`config.mk`:
```
export PLATFORM = sky130hd
export DESIGN_NAME = gbi_out_fifo
export DESIGN_NICKNAME = d
export VERILOG_FILES = /design/src/hdl/gbi_pkg.sv /design/src/hdl/gbi_out_fifo.sv
export SDC_FILE = /design/constraint.sdc
export NUM_CORES = 1
export LEC_CHECK = 0
export BUFFER_PORTS_ARGS = -buffer_cell sky130_fd_sc_hd__clkbuf_2
export CORE_UTILIZATION = 55
export DETAILED_ROUTE_END_ITERATION = 16
export PLACE_DENSITY = 0.82
export SYNTH_ARGS = -nofsm -noshare
export SYNTH_HDL_FRONTEND = slang
export SYNTH_SLANG_ARGS = --single-unit
```
`constraint.sdc`:
```
create_clock -name clk -period 2.6 [get_ports clk]
set_input_delay 0 -clock clk [delete_from_list [all_inputs] [get_ports clk]]
set_output_delay 0 -clock clk [all_outputs]
set_load 0.01 [all_outputs]
```
`src/hdl/gbi_pkg.sv`:
```
// Shared types, widths and codes for the grid bilinear interpolator.
package gbi_pkg;

  localparam int GRID_SIZE   = 32;
  localparam int IDX_W       = $clog2(GRID_SIZE);
  localparam int HALF_W      = IDX_W - 1;
  localparam int BANK_DEPTH  = (GRID_SIZE / 2) * (GRID_SIZE / 2);
  localparam int BANK_AW     = 2 * HALF_W;
  localparam int NUM_BANKS   = 4;

  localparam int FRAC_W      = 16;
  localparam int Q_ONE       = 65536;
  localparam int Q_HALF      = 32768;

  localparam int CFG_IDX_W   = 2;
  localparam int CFG_DATA_W  = 16;
  localparam int CELLS_W     = 6;

  localparam int NC_W        = $clog2(GRID_SIZE + 3);
  localparam int PX_W        = 32;
  localparam int GC_W        = NC_W + FRAC_W;
  localparam int T_FULL_W    = GC_W + 2;

  localparam int SAMP_W      = 32;
  localparam int W_W         = 19;
  localparam int PROD_W      = SAMP_W + W_W;
  localparam int SUM1_W      = PROD_W + 1;
  localparam int R_W         = SUM1_W - FRAC_W;
  localparam int Q_W         = R_W + W_W;
  localparam int SUM2_W      = Q_W + 1;

  localparam int FIFO_DEPTH  = 16;
  localparam int PTR_W       = $clog2(FIFO_DEPTH);
  localparam int CNT_W       = $clog2(FIFO_DEPTH + 1);

  localparam logic OP_WRITE = 1'b0;
  localparam logic OP_QUERY = 1'b1;

  localparam logic ST_OK    = 1'b0;
  localparam logic ST_RANGE = 1'b1;

  localparam logic [CFG_IDX_W-1:0] CFG_RANGE_LIMIT    = 2'd0;
  localparam logic [CFG_IDX_W-1:0] CFG_CELLS_PER_UNIT = 2'd1;
  localparam logic [CFG_IDX_W-1:0] CFG_CELLS_IN_USE   = 2'd2;

  typedef struct packed {
    logic                     opcode;
    logic [4:0]               row;
    logic [4:0]               col;
    logic signed [SAMP_W-1:0] entry_value;
    logic [15:0]              coord_x;
    logic [15:0]              coord_y;
  } in_beat_t;

  typedef struct packed {
    logic signed [SAMP_W-1:0] value;
    logic                     status;
  } out_beat_t;

  typedef struct packed {
    logic                     wr_en;
    logic                     rd_en;
    logic [IDX_W-1:0]         row;
    logic [IDX_W-1:0]         col;
    logic signed [SAMP_W-1:0] data;
  } mem_req_t;

  typedef struct packed {
    logic signed [SAMP_W-1:0] s00;
    logic signed [SAMP_W-1:0] s10;
    logic signed [SAMP_W-1:0] s01;
    logic signed [SAMP_W-1:0] s11;
  } quad_t;

  typedef struct packed {
    logic valid;
    logic live;
    logic status;
  } ctl_t;

endpackage

```
`src/hdl/gbi_out_fifo.sv`:
```
// Output result queue that decouples the pipeline from the result stall.
module gbi_out_fifo import gbi_pkg::*; (
  input  logic      clk,
  input  logic      rst_n,
  input  logic      push,
  input  out_beat_t push_beat,
  input  logic      out_stall,
  output logic      out_valid,
  output out_beat_t out_beat,
  output logic      pop
);

  out_beat_t        store_r [FIFO_DEPTH];
  logic [PTR_W-1:0] wr_ptr_r;
  logic [PTR_W-1:0] rd_ptr_r;
  logic [CNT_W-1:0] count_r;
  logic [CNT_W-1:0] count_nxt;

  assign out_valid = (count_r != '0);
  assign out_beat  = store_r[rd_ptr_r];
  assign pop       = out_valid && !out_stall;

  assign count_nxt = count_r + CNT_W'(push) - CNT_W'(pop);

  always_ff @(posedge clk) begin
    if (!rst_n) begin
      wr_ptr_r <= '0;
      rd_ptr_r <= '0;
      count_r  <= '0;
    end else begin
      if (push) begin
        wr_ptr_r <= wr_ptr_r + PTR_W'(1);
      end
      if (pop) begin
        rd_ptr_r <= rd_ptr_r + PTR_W'(1);
      end
      count_r <= count_nxt;
    end
  end

  always_ff @(posedge clk) begin
    if (push) begin
      store_r[wr_ptr_r] <= push_beat;
    end
  end

`ifndef SYNTHESIS
  a_no_overflow: assert property (@(posedge clk) disable iff (!rst_n)
    push |-> (count_r < CNT_W'(FIFO_DEPTH)))
    else $error("result queue written while full");

  a_count_bound: assert property (@(posedge clk) disable iff (!rst_n)
    count_r <= CNT_W'(FIFO_DEPTH))
    else $error("result queue count out of range");

  a_pop_drains: assert property (@(posedge clk) disable iff (!rst_n)
    (pop && !push) |=> (count_r == $past(count_r) - CNT_W'(1)))
    else $error("result queue count did not drop on pop");
`endif

endmodule

```
Word-level counts from Yosys, hierarchy flattened:

Memories as Yosys holds them, arrays and structs flattened. A register that Yosys moved wholly into a read port is not among the register bits.
Index checks and enable logic that the tools add are counted.

* register bits after elaboration: 13
* bits in latches: 0
* memory bits (writable): 528
* bits in read-only memories: 0
* input bits: 37
* output and inout port bits: 35
* logic and storage cells: 15
* memories: 1

* add/sub/neg operators: 4
* multipliers: 0
* divide/modulo/power cells: 0
* order comparisons: 0
* eq/ne operators: 0
* shift operators: 0
* multiplexer cells: 4
* bitwise operators: 0
* reductions and logical operators: 3

Memory list
* store_r: depth 16, bits a word 33, read ports 1, clocked after Yosys merged registers in 1, write ports 1, line gbi_out_fifo.sv:13 `out_beat_t store_r [FIFO_DEPTH];`

Operators with widths (count)
* 4-bit by 1-bit adder with 4-bit output, second input constant: 2
* 4-bit two-way mux: 2
* 5-bit by 1-bit adder with 5-bit output: 1
* 5-bit nonzero test: 1
* 5-bit by 1-bit subtractor with 5-bit output: 1
* 1-bit two-way mux: 2
* 1-bit logical AND: 1
* 1-bit zero test: 1

Logic depth before layout (Yosys ltp):

Gate-level depths: netlist of the first run.

* word-level depth: 4
* mapped depth: 12

Least setup slack after synthesis of the first run:

No wires, ideal clock.

* path kind: register to register
* from: reg count_r[3]
* to: reg count_r[4]
* library setup time: 116 ps
* arrival: 2600 ps
* slack: -116 ps
* cell stages (with the launch flop): 13
* path buffers: 0
* path through: dfxtp_1 > inv_1 > ha_1 > nor4b_2 > nor2_1 > ha_1 > inv_1 > ha_1 > fa_1 > a21oi_1 > nor2_1 > or3_1 > and3_1

* word-level cells in the longest chain between the ends: 3
* elaborated cells between the ends (all ways): 4

Ends and longest elaborated chain
* start: declaration: line gbi_out_fifo.sv:16 `logic [CNT_W-1:0] count_r;`
* start signal: assignment: line gbi_out_fifo.sv:37 `count_r <= count_nxt;`
* 5-bit nonzero test: line gbi_out_fifo.sv:19 `assign out_valid = (count_r != '0);`
* 1-bit logical AND: line gbi_out_fifo.sv:21 `assign pop = out_valid && !out_stall;`
* net pop: line gbi_out_fifo.sv:10 `output logic pop`
* 5-bit by 1-bit subtractor with 5-bit output: line gbi_out_fifo.sv:23 `assign count_nxt = count_r + CNT_W'(push) - CNT_W'(pop);`

The timed path passes the listed nets, and every way through them passes these cells.
A chain may end at the register's enable or synchronous reset.

Final worst setup path of the first run:

* from: reg count_r[3]
* to: reg count_r[4]

* word-level cells in the longest chain between the ends: 3
* elaborated cells between the ends (all ways): 4

Ends and longest elaborated chain (line)
* parallel branches: the longest is 2 deep, another holds 5-bit by 1-bit adder with 5-bit output
* 5-bit by 1-bit subtractor with 5-bit output *: gbi_out_fifo.sv:23

Mark *: on every way between the ends.

==> results of run 1 <==
## power groups by stage
stage	logic, uW	clock network (uW)	registers (uW)
after floorplan	2750	0	10000
after global placement	3410	0	10100
after detailed placement	3470	0	10100
after CTS	3550	7510	9940
after global routing	3800	7830	9960
final	3510	7440	9940
## area by class of cell
cell class,count,share of cell area
sequential,545,0.672
clock buffer,61,0.0558
clock inverter,34,0.0138
inverter,9,0.00140
timing repair buffer,150,0.0532
multi-input combinational,307,0.178
tap,504,0.0261
## Yosys cell counts
cell / count / area [um^2]
a21boi_0: 1 / 7.51
a21o_1: 1 / 7.51
a21oi_1: 2 / 10.0
a22oi_1: 66 / 495
and2_1: 28 / 175
and3_1: 2 / 12.5
and3b_1: 1 / 8.76
buf_1: 2 / 7.51
buf_12: 6 / 120
buf_2: 14 / 70.1
buf_6: 2 / 22.5
buf_8: 2 / 30.0
clkbuf_1: 21 / 78.8
dfxtp_1: 17 / 340
edfxtp_1: 528 / 15900
fa_1: 1 / 20.0
ha_1: 11 / 138
inv_1: 9 / 33.8
mux2i_1: 1 / 10.0
mux4_1: 18 / 473
mux4_2: 114 / 2570
nand2_1: 36 / 135
nand3_1: 1 / 5.00
nand4_1: 1 / 6.26
nor2_1: 4 / 15.0
nor2b_1: 3 / 18.8
nor3_1: 1 / 5.00
nor3b_1: 2 / 15.0
nor4b_2: 1 / 15.0
o21ai_0: 2 / 10.0
or3_1: 1 / 6.26
xnor2_1: 3 / 26.3
xor2_1: 6 / 52.6
## registers in the layout, summed over array words and instances (netlist names), named ones only
| name | count |
|---|---|
| store_r | 528 |
| count_r | 5 |
| rd_ptr_r | 4 |
| wr_ptr_r | 4 |
## through the flow
stage / setup TNS [ns] / power [uW]
2_1_floorplan: 0 / 12800
3_3_place_gp: 0 / 13500
3_5_place_dp: 0 / 13600
4_1_cts: 0 / 21000
5_1_grt: -0.0138 / 21600
6_report: 0 / 20900
## kinds of logic after synthesis
logic type,after synthesis,share of synthesized area
compound gates,72,0.0255
xor+xnor,9,0.00379
fa+ha+maj,12,0.00758
buf+inv,56,0.0175
flops,545,0.779
mux,133,0.147
simple gates,81,0.0201
## worst max path at each step
stage	to	cells after the start	start
finish	count_r[4]$_SDFF_PN0_	12	count_r[3]$_SDFF_PN0_
global route	count_r[4]$_SDFF_PN0_	12	count_r[2]$_SDFF_PN0_
CTS	count_r[4]$_SDFF_PN0_	12	count_r[2]$_SDFF_PN0_
detailed placement	count_r[4]$_SDFF_PN0_	12	count_r[3]$_SDFF_PN0_
global placement	count_r[4]$_SDFF_PN0_	12	count_r[3]$_SDFF_PN0_
floorplan	count_r[4]$_SDFF_PN0_	12	count_r[3]$_SDFF_PN0_
## critical path, delay by kind of cell (launching register included)
kind | cells | cell delay [ns]
AND/OR/NAND/NOR | 5 | 0.84
buffers and inverters | 2 | 0.10
flip-flops | 1 | 0.33
adder cells (fa/ha/maj) | 4 | 0.97
AO/OA/AOI/OAI | 1 | 0.12
## what timing repair did
action | 4_1_cts | 5_1_grt
endpoints found under the setup margin | 0 | 5
resized for setup | 0 | 5
buffers inserted | 0 | 0
hold buffers | 37 | 0
hold endpoints to repair | 545 | 0
## layer usage
layer,routed length [um],global-route usage,vias to the layer above
li1,-,-,4160
met1,17500,0.318,5218
met2,22100,0.394,481
met3,3340,0.0419,78
met4,1210,0.0883,2
met5,13,0,-
==> impl_metrics.csv, run 1 <==
group,metric,value,unit
run_status,status,"finished clean",
setup_path,worstSetupPathType,"flip-flop to flip-flop",
route,wl_per_cell,27.4,um
cells_and_area,multi_input_area,0.00430,mm^2
cts,cts_root_buf,"clkbuf_16",
min_path,min_path_cells,2,
sta,holdWs,0.360,ns
route,routed_wl,44.2,mm
sta,final_hold_viol_count,0,
power_and_ir_drop,p_per_area,866,mW/mm^2
power_and_ir_drop,p_seq_frac,0.476,
cts,clkSlewWorstSetupHoldPaths,0.06,ns
sta,tightest_slew,0.712,ns
route,post-route-drc-count,0,
logic_synthesis,ys_ff_latch,545,
placement,gp_congestion,0.738,
power_and_ir_drop,p_int,15900,uW
cts,htree_levels,2,
sta,slew_viol_final,0,
global_route,antenna_found_initial,1,
floorplan,coreArea,0.0369,mm^2
cells_and_area,drive_above_1_share,0.299,
cells_and_area,layout.cells.non_filler,1610,
route,first_pass_iters,5,
floorplan,io_pins,72,
sta,slew_headroom,0.524,
cts,cts_buffer_depth,3,
cts,cts.sinks,545,
global_route,grt_start_max_net_pins,43,
logic_synthesis,synthCells,908,
setup_path,cp_slowest_cell,"fa_2",
min_path,hold_end,"store_r[12][10]$_DFFE_PP_",
sta,clock_skew,0.0259,ns
cells_and_area,fillers,2305,
route,ant_nets,0,
setup_path,worstSetupEndpointType,"flip-flop",
sta,fmax,408,MHz
floorplan,dieArea,0.0386,mm^2
sta,finalCriticalPeriod,2.45,ns
logic_synthesis,synthDistinctLibCells,33,
global_route,grt_overflow,0,
cells_and_area,insertedDiodeCount,0,
logic_synthesis,seq_area_frac_synth,0.779,
cells_and_area,finalInstanceArea,0.0241,mm^2
setup_path,crit_path_start_kind,"flip-flop",
cts,numCtsBuffers,51,
floorplan,placementRows,70,
floorplan,initial_core_util,0.564,
placement,place_ws,0.0300,ns
min_path,min_from,"push_beat[10]",
cells_and_area,final_cell_mix,"edfxtp_1, mux4_2, clkbuf_2",
power_and_ir_drop,switching_share,0.237,
sta,rsz0062_at_grt,"yes",
logic_synthesis,syn_area_per_cell,22.9,um^2
placement,io_buffers,71,
route,vias_per_cell,6.17,
sta,fin_crit_sh,0.942,
placement,dp.cells,1478,
route,route.vias.total,9939,
sta,timing.final.ws_setup,0.151,ns
power_and_ir_drop,share_clk_of_total_power,0.356,
logic_synthesis,syn_area,0.0208,mm^2
setup_path,crit_chain,"inv_2 > ha_1 > nor4b_4 > nor2_2 > ha_1 > inv_1 > ha_1 > fa_2 > a21oi_2 > nor2_1 > or3_1 > and3_1",
cells_and_area,fin_util,0.654,
setup_path,cp_max_fo,2,
global_route,grt_pass1_vias,10600,
global_route,gr-usage-all-layers,0.237,
job,cap_violations,0,
floorplan,fp.dieH,196,um
setup_path,crit_top_cell,"ha_1",
min_path,min_path_type,"input pin to flip-flop",
cells_and_area,layout.nets,1113,
setup_path,rr_startpoint,"count_r[3]$_SDFF_PN0_",
setup_path,cp.required,3.06,ns
cells_and_area,area_delta_synth_final,16.0,%
floorplan,die_x,196,um
placement,dpl.hpwl,23.7,mm
logic_synthesis,synth_warnings,0,
route,drt_iter0_markers,858,
global_route,grt_pass1_wl,65.5,mm
cts,clk-insertion-delay-late,0.59,ns
power_and_ir_drop,power.switching,4950,uW
setup_path,r2r-end,"count_r[4]$_SDFF_PN0_",
setup_path,worstPathArrival,2.90,ns
setup_path,crit_path_max_incr_delay,0.37,ns
logic_synthesis,syn_nets,957,
sta,setup_viol,0,
power_and_ir_drop,ir_worst_vdd,630,uV
setup_path,r2r_slack,0.15,ns
setup_path,reg2reg_depth,12,
cts,tritoncts,"built",
power_and_ir_drop,leakage,0.00779,uW
cells_and_area,ff_latch_area,0.0162,mm^2
power_and_ir_drop,comb_power_share,0.168,
placement,post_dp_cell_area,0.0221,mm^2
cells_and_area,final_common_cell,"edfxtp_1",
(Power assumes the default switching activity.)
==> run 2, diff against run 1 <==
CORE_UTILIZATION = 58   (was 55)
CTS_BUF_LIST = sky130_fd_sc_hd__clkbuf_4 sky130_fd_sc_hd__clkbuf_8   (was unset)
PLACE_DENSITY = 0.85   (was 0.82)
==> impl_metrics.csv, run 2 (synthesis results as in run 1) <==
group,metric,value,unit
floorplan,fp.dieH,191,um
floorplan,initial_core_util,0.596,
route,wl_met1,16.4,mm
cells_and_area,largest_reg_flops,528,
min_path,min_path_cells,3,
power_and_ir_drop,comb_power_share,0.182,
power_and_ir_drop,p_per_area,855,mW/mm^2
setup_path,r2r-end,"count_r[4]$_SDFF_PN0_",
cts,clk-insertion-delay-late,0.64,ns
cells_and_area,area_delta_synth_final,16.0,%
global_route,grt_start_max_net_pins,50,
setup_path,reg2reg_depth,12,
route,dr_wl_met3,3.77,mm
cts,clkSlewWorstSetupHoldPaths,0.06,ns
min_path,hold_end,"count_r[3]$_SDFF_PN0_",
global_route,antenna_found_initial,0,
min_path,min_path_type,"input pin to flip-flop",
sta,rsz0062_at_grt,"yes",
setup_path,cp.required,3.12,ns
sta,slew_viol_final,0,
floorplan,placementRows,68,
setup_path,worstSetupEndpointType,"flip-flop",
route,post-route-drc-count,0,
floorplan,io_pins,72,
route,met2_wirelength,23.1,mm
sta,setup_viol,0,
floorplan,coreArea,0.0349,mm^2
setup_path,crit_path_start_kind,"flip-flop",
setup_path,worstPathArrival,3.03,ns
route,route.vias.total,10300,
cells_and_area,largestRegisters,"store_r (528), count_r (5)",
cts,cts_root_buf,"clkbuf_8",
power_and_ir_drop,p_seq_frac,0.481,
cells_and_area,fillers,1978,
cts,cts.sinks,545,
route,routed_wl,44.7,mm
setup_path,rr_startpoint,"count_r[2]$_SDFF_PN0_",
cts,tritoncts,"built",
route,first_pass_iters,5,
cells_and_area,drive_above_1_share,0.332,
floorplan,die_x,191,um
min_path,min_from,"rst_n",
power_and_ir_drop,ir_worst_vdd,545,uV
global_route,grt_overflow,0,
route,drt_iter0_markers,1059,
power_and_ir_drop,power.switching,5050,uW
cts,cts_buffer_depth,3,
power_and_ir_drop,p_int,15600,uW
setup_path,r2r_slack,0.09,ns
cells_and_area,insertedDiodeCount,0,
sta,slew_headroom,0.486,
global_route,grt_pass1_vias,10700,
job,cap_violations,0,
global_route,grt_pass1_wl,64.7,mm
cts,htree_levels,3,
placement,gp_congestion,0.734,
run_status,status,"finished clean",
power_and_ir_drop,share_clk_of_total_power,0.336,
global_route,gr-usage-all-layers,0.251,
route,wl_per_cell,27.6,um
sta,final_hold_viol_count,0,
sta,finalCriticalPeriod,2.51,ns
placement,io_buffers,71,
power_and_ir_drop,power,20600,uW
sta,tightest_slew,0.770,ns
sta,clock_skew,0.0239,ns
route,routed.top_layer,"met4",
route,vias_per_cell,6.32,
cts,numCtsBuffers,84,
setup_path,worstSetupPathType,"flip-flop to flip-flop",
cells_and_area,layout.nets,1153,
cells_and_area,top_register,"store_r",
sta,fin_crit_sh,0.966,
route,ant_nets,0,
setup_path,cp_max_fo,2,
placement,dpl.hpwl,24.0,mm
power_and_ir_drop,leakage,0.00787,uW
sta,fmax,398,MHz
cells_and_area,final_common_cell,"edfxtp_1",
floorplan,dieArea,0.0366,mm^2
cells_and_area,final_cell_mix,"edfxtp_1, mux4_2, clkbuf_8",
power_and_ir_drop,switching_share,0.245,
sta,setup_tns,0,ns
-- run 2: final cells by class --
| cell class | count | area [um^2] | share of cell area |
|---|---|---|---|
| repair buffers | 157 | 1380 | 0.0570 |
| multi-input cells | 307 | 4300 | 0.178 |
| inverters | 9 | 33.8 | 0.00140 |
| clock inverters | 33 | 199 | 0.00825 |
| clock buffers | 117 | 1440 | 0.0597 |
| well taps | 455 | 569 | 0.0236 |
| flip-flops and latches | 545 | 16200 | 0.672 |
-- run 2: layer usage --
metal,GRT usage,vias to the layer above
met2,0.430,553
met1,0.318,5331
met3,0.0457,113
met5,0.00275,-
met4,0.103,0
li1,-,4254
-- run 2: timing repair --
item | CTS | global route
pin swaps | 1 | 1
cloned | 0 | 2
buffers inserted | 2 | 3
gates resized for setup | 5 | 3
setup endpoints to repair | 15 | 11
endpoints found under the hold margin | 545 | 0
hold buffers | 37 | 0
-- run 2: worst max path at each step --
stage                            endpoint                  start  cells past startpoint  slack (ns)
floorplan           count_r[4]$_SDFF_PN0_  count_r[3]$_SDFF_PN0_                     12       0.005
global placement    count_r[4]$_SDFF_PN0_  count_r[3]$_SDFF_PN0_                     12        0.06
detailed placement  count_r[4]$_SDFF_PN0_  count_r[2]$_SDFF_PN0_                     12       -0.05
CTS                          out_beat[12]              flip-flop                      5      0.0005
global route        count_r[4]$_SDFF_PN0_  count_r[2]$_SDFF_PN0_                     12       -0.07
finish              count_r[4]$_SDFF_PN0_  count_r[2]$_SDFF_PN0_                     12        0.09
-- run 2: power groups by stage --
stage               Sequential (uW)  Clock [uW]  Combinational, uW
global route                   9940        7370               4040
detailed placement            10100           0               3490
global placement              10100           0               3390
floorplan                     10000           0               2750
finish                         9930        6940               3760
CTS                            9950        6990               3620
-- run 2: through the flow --
step	instances	util	worst slack (ns)	cell area (um^2)	hold slack [ns]
after floorplan	908	-	0.00493	20800	0.0464
after global placement	1429	0.630	0.0617	22000	0.380
after detailed placement	1429	0.630	-0.0523	22000	0.407
after CTS	1618	0.689	0.000527	24000	0.281
after global routing	1623	0.692	-0.0666	24100	0.324
final	1623	0.692	0.0885	24100	0.309
-- run 2: critical path, cell delays in order, from the launching register on --
cell and delay, ns:
dfxtp_1 0.31, inv_1 0.08, ha_1 0.16, nor4b_4 0.22
nor2_2 0.07, ha_1 0.28, inv_1 0.04, ha_2 0.17
fa_2 0.36, a21oi_2 0.12, nor2_1 0.05, or3_1 0.34
and3_1 0.19
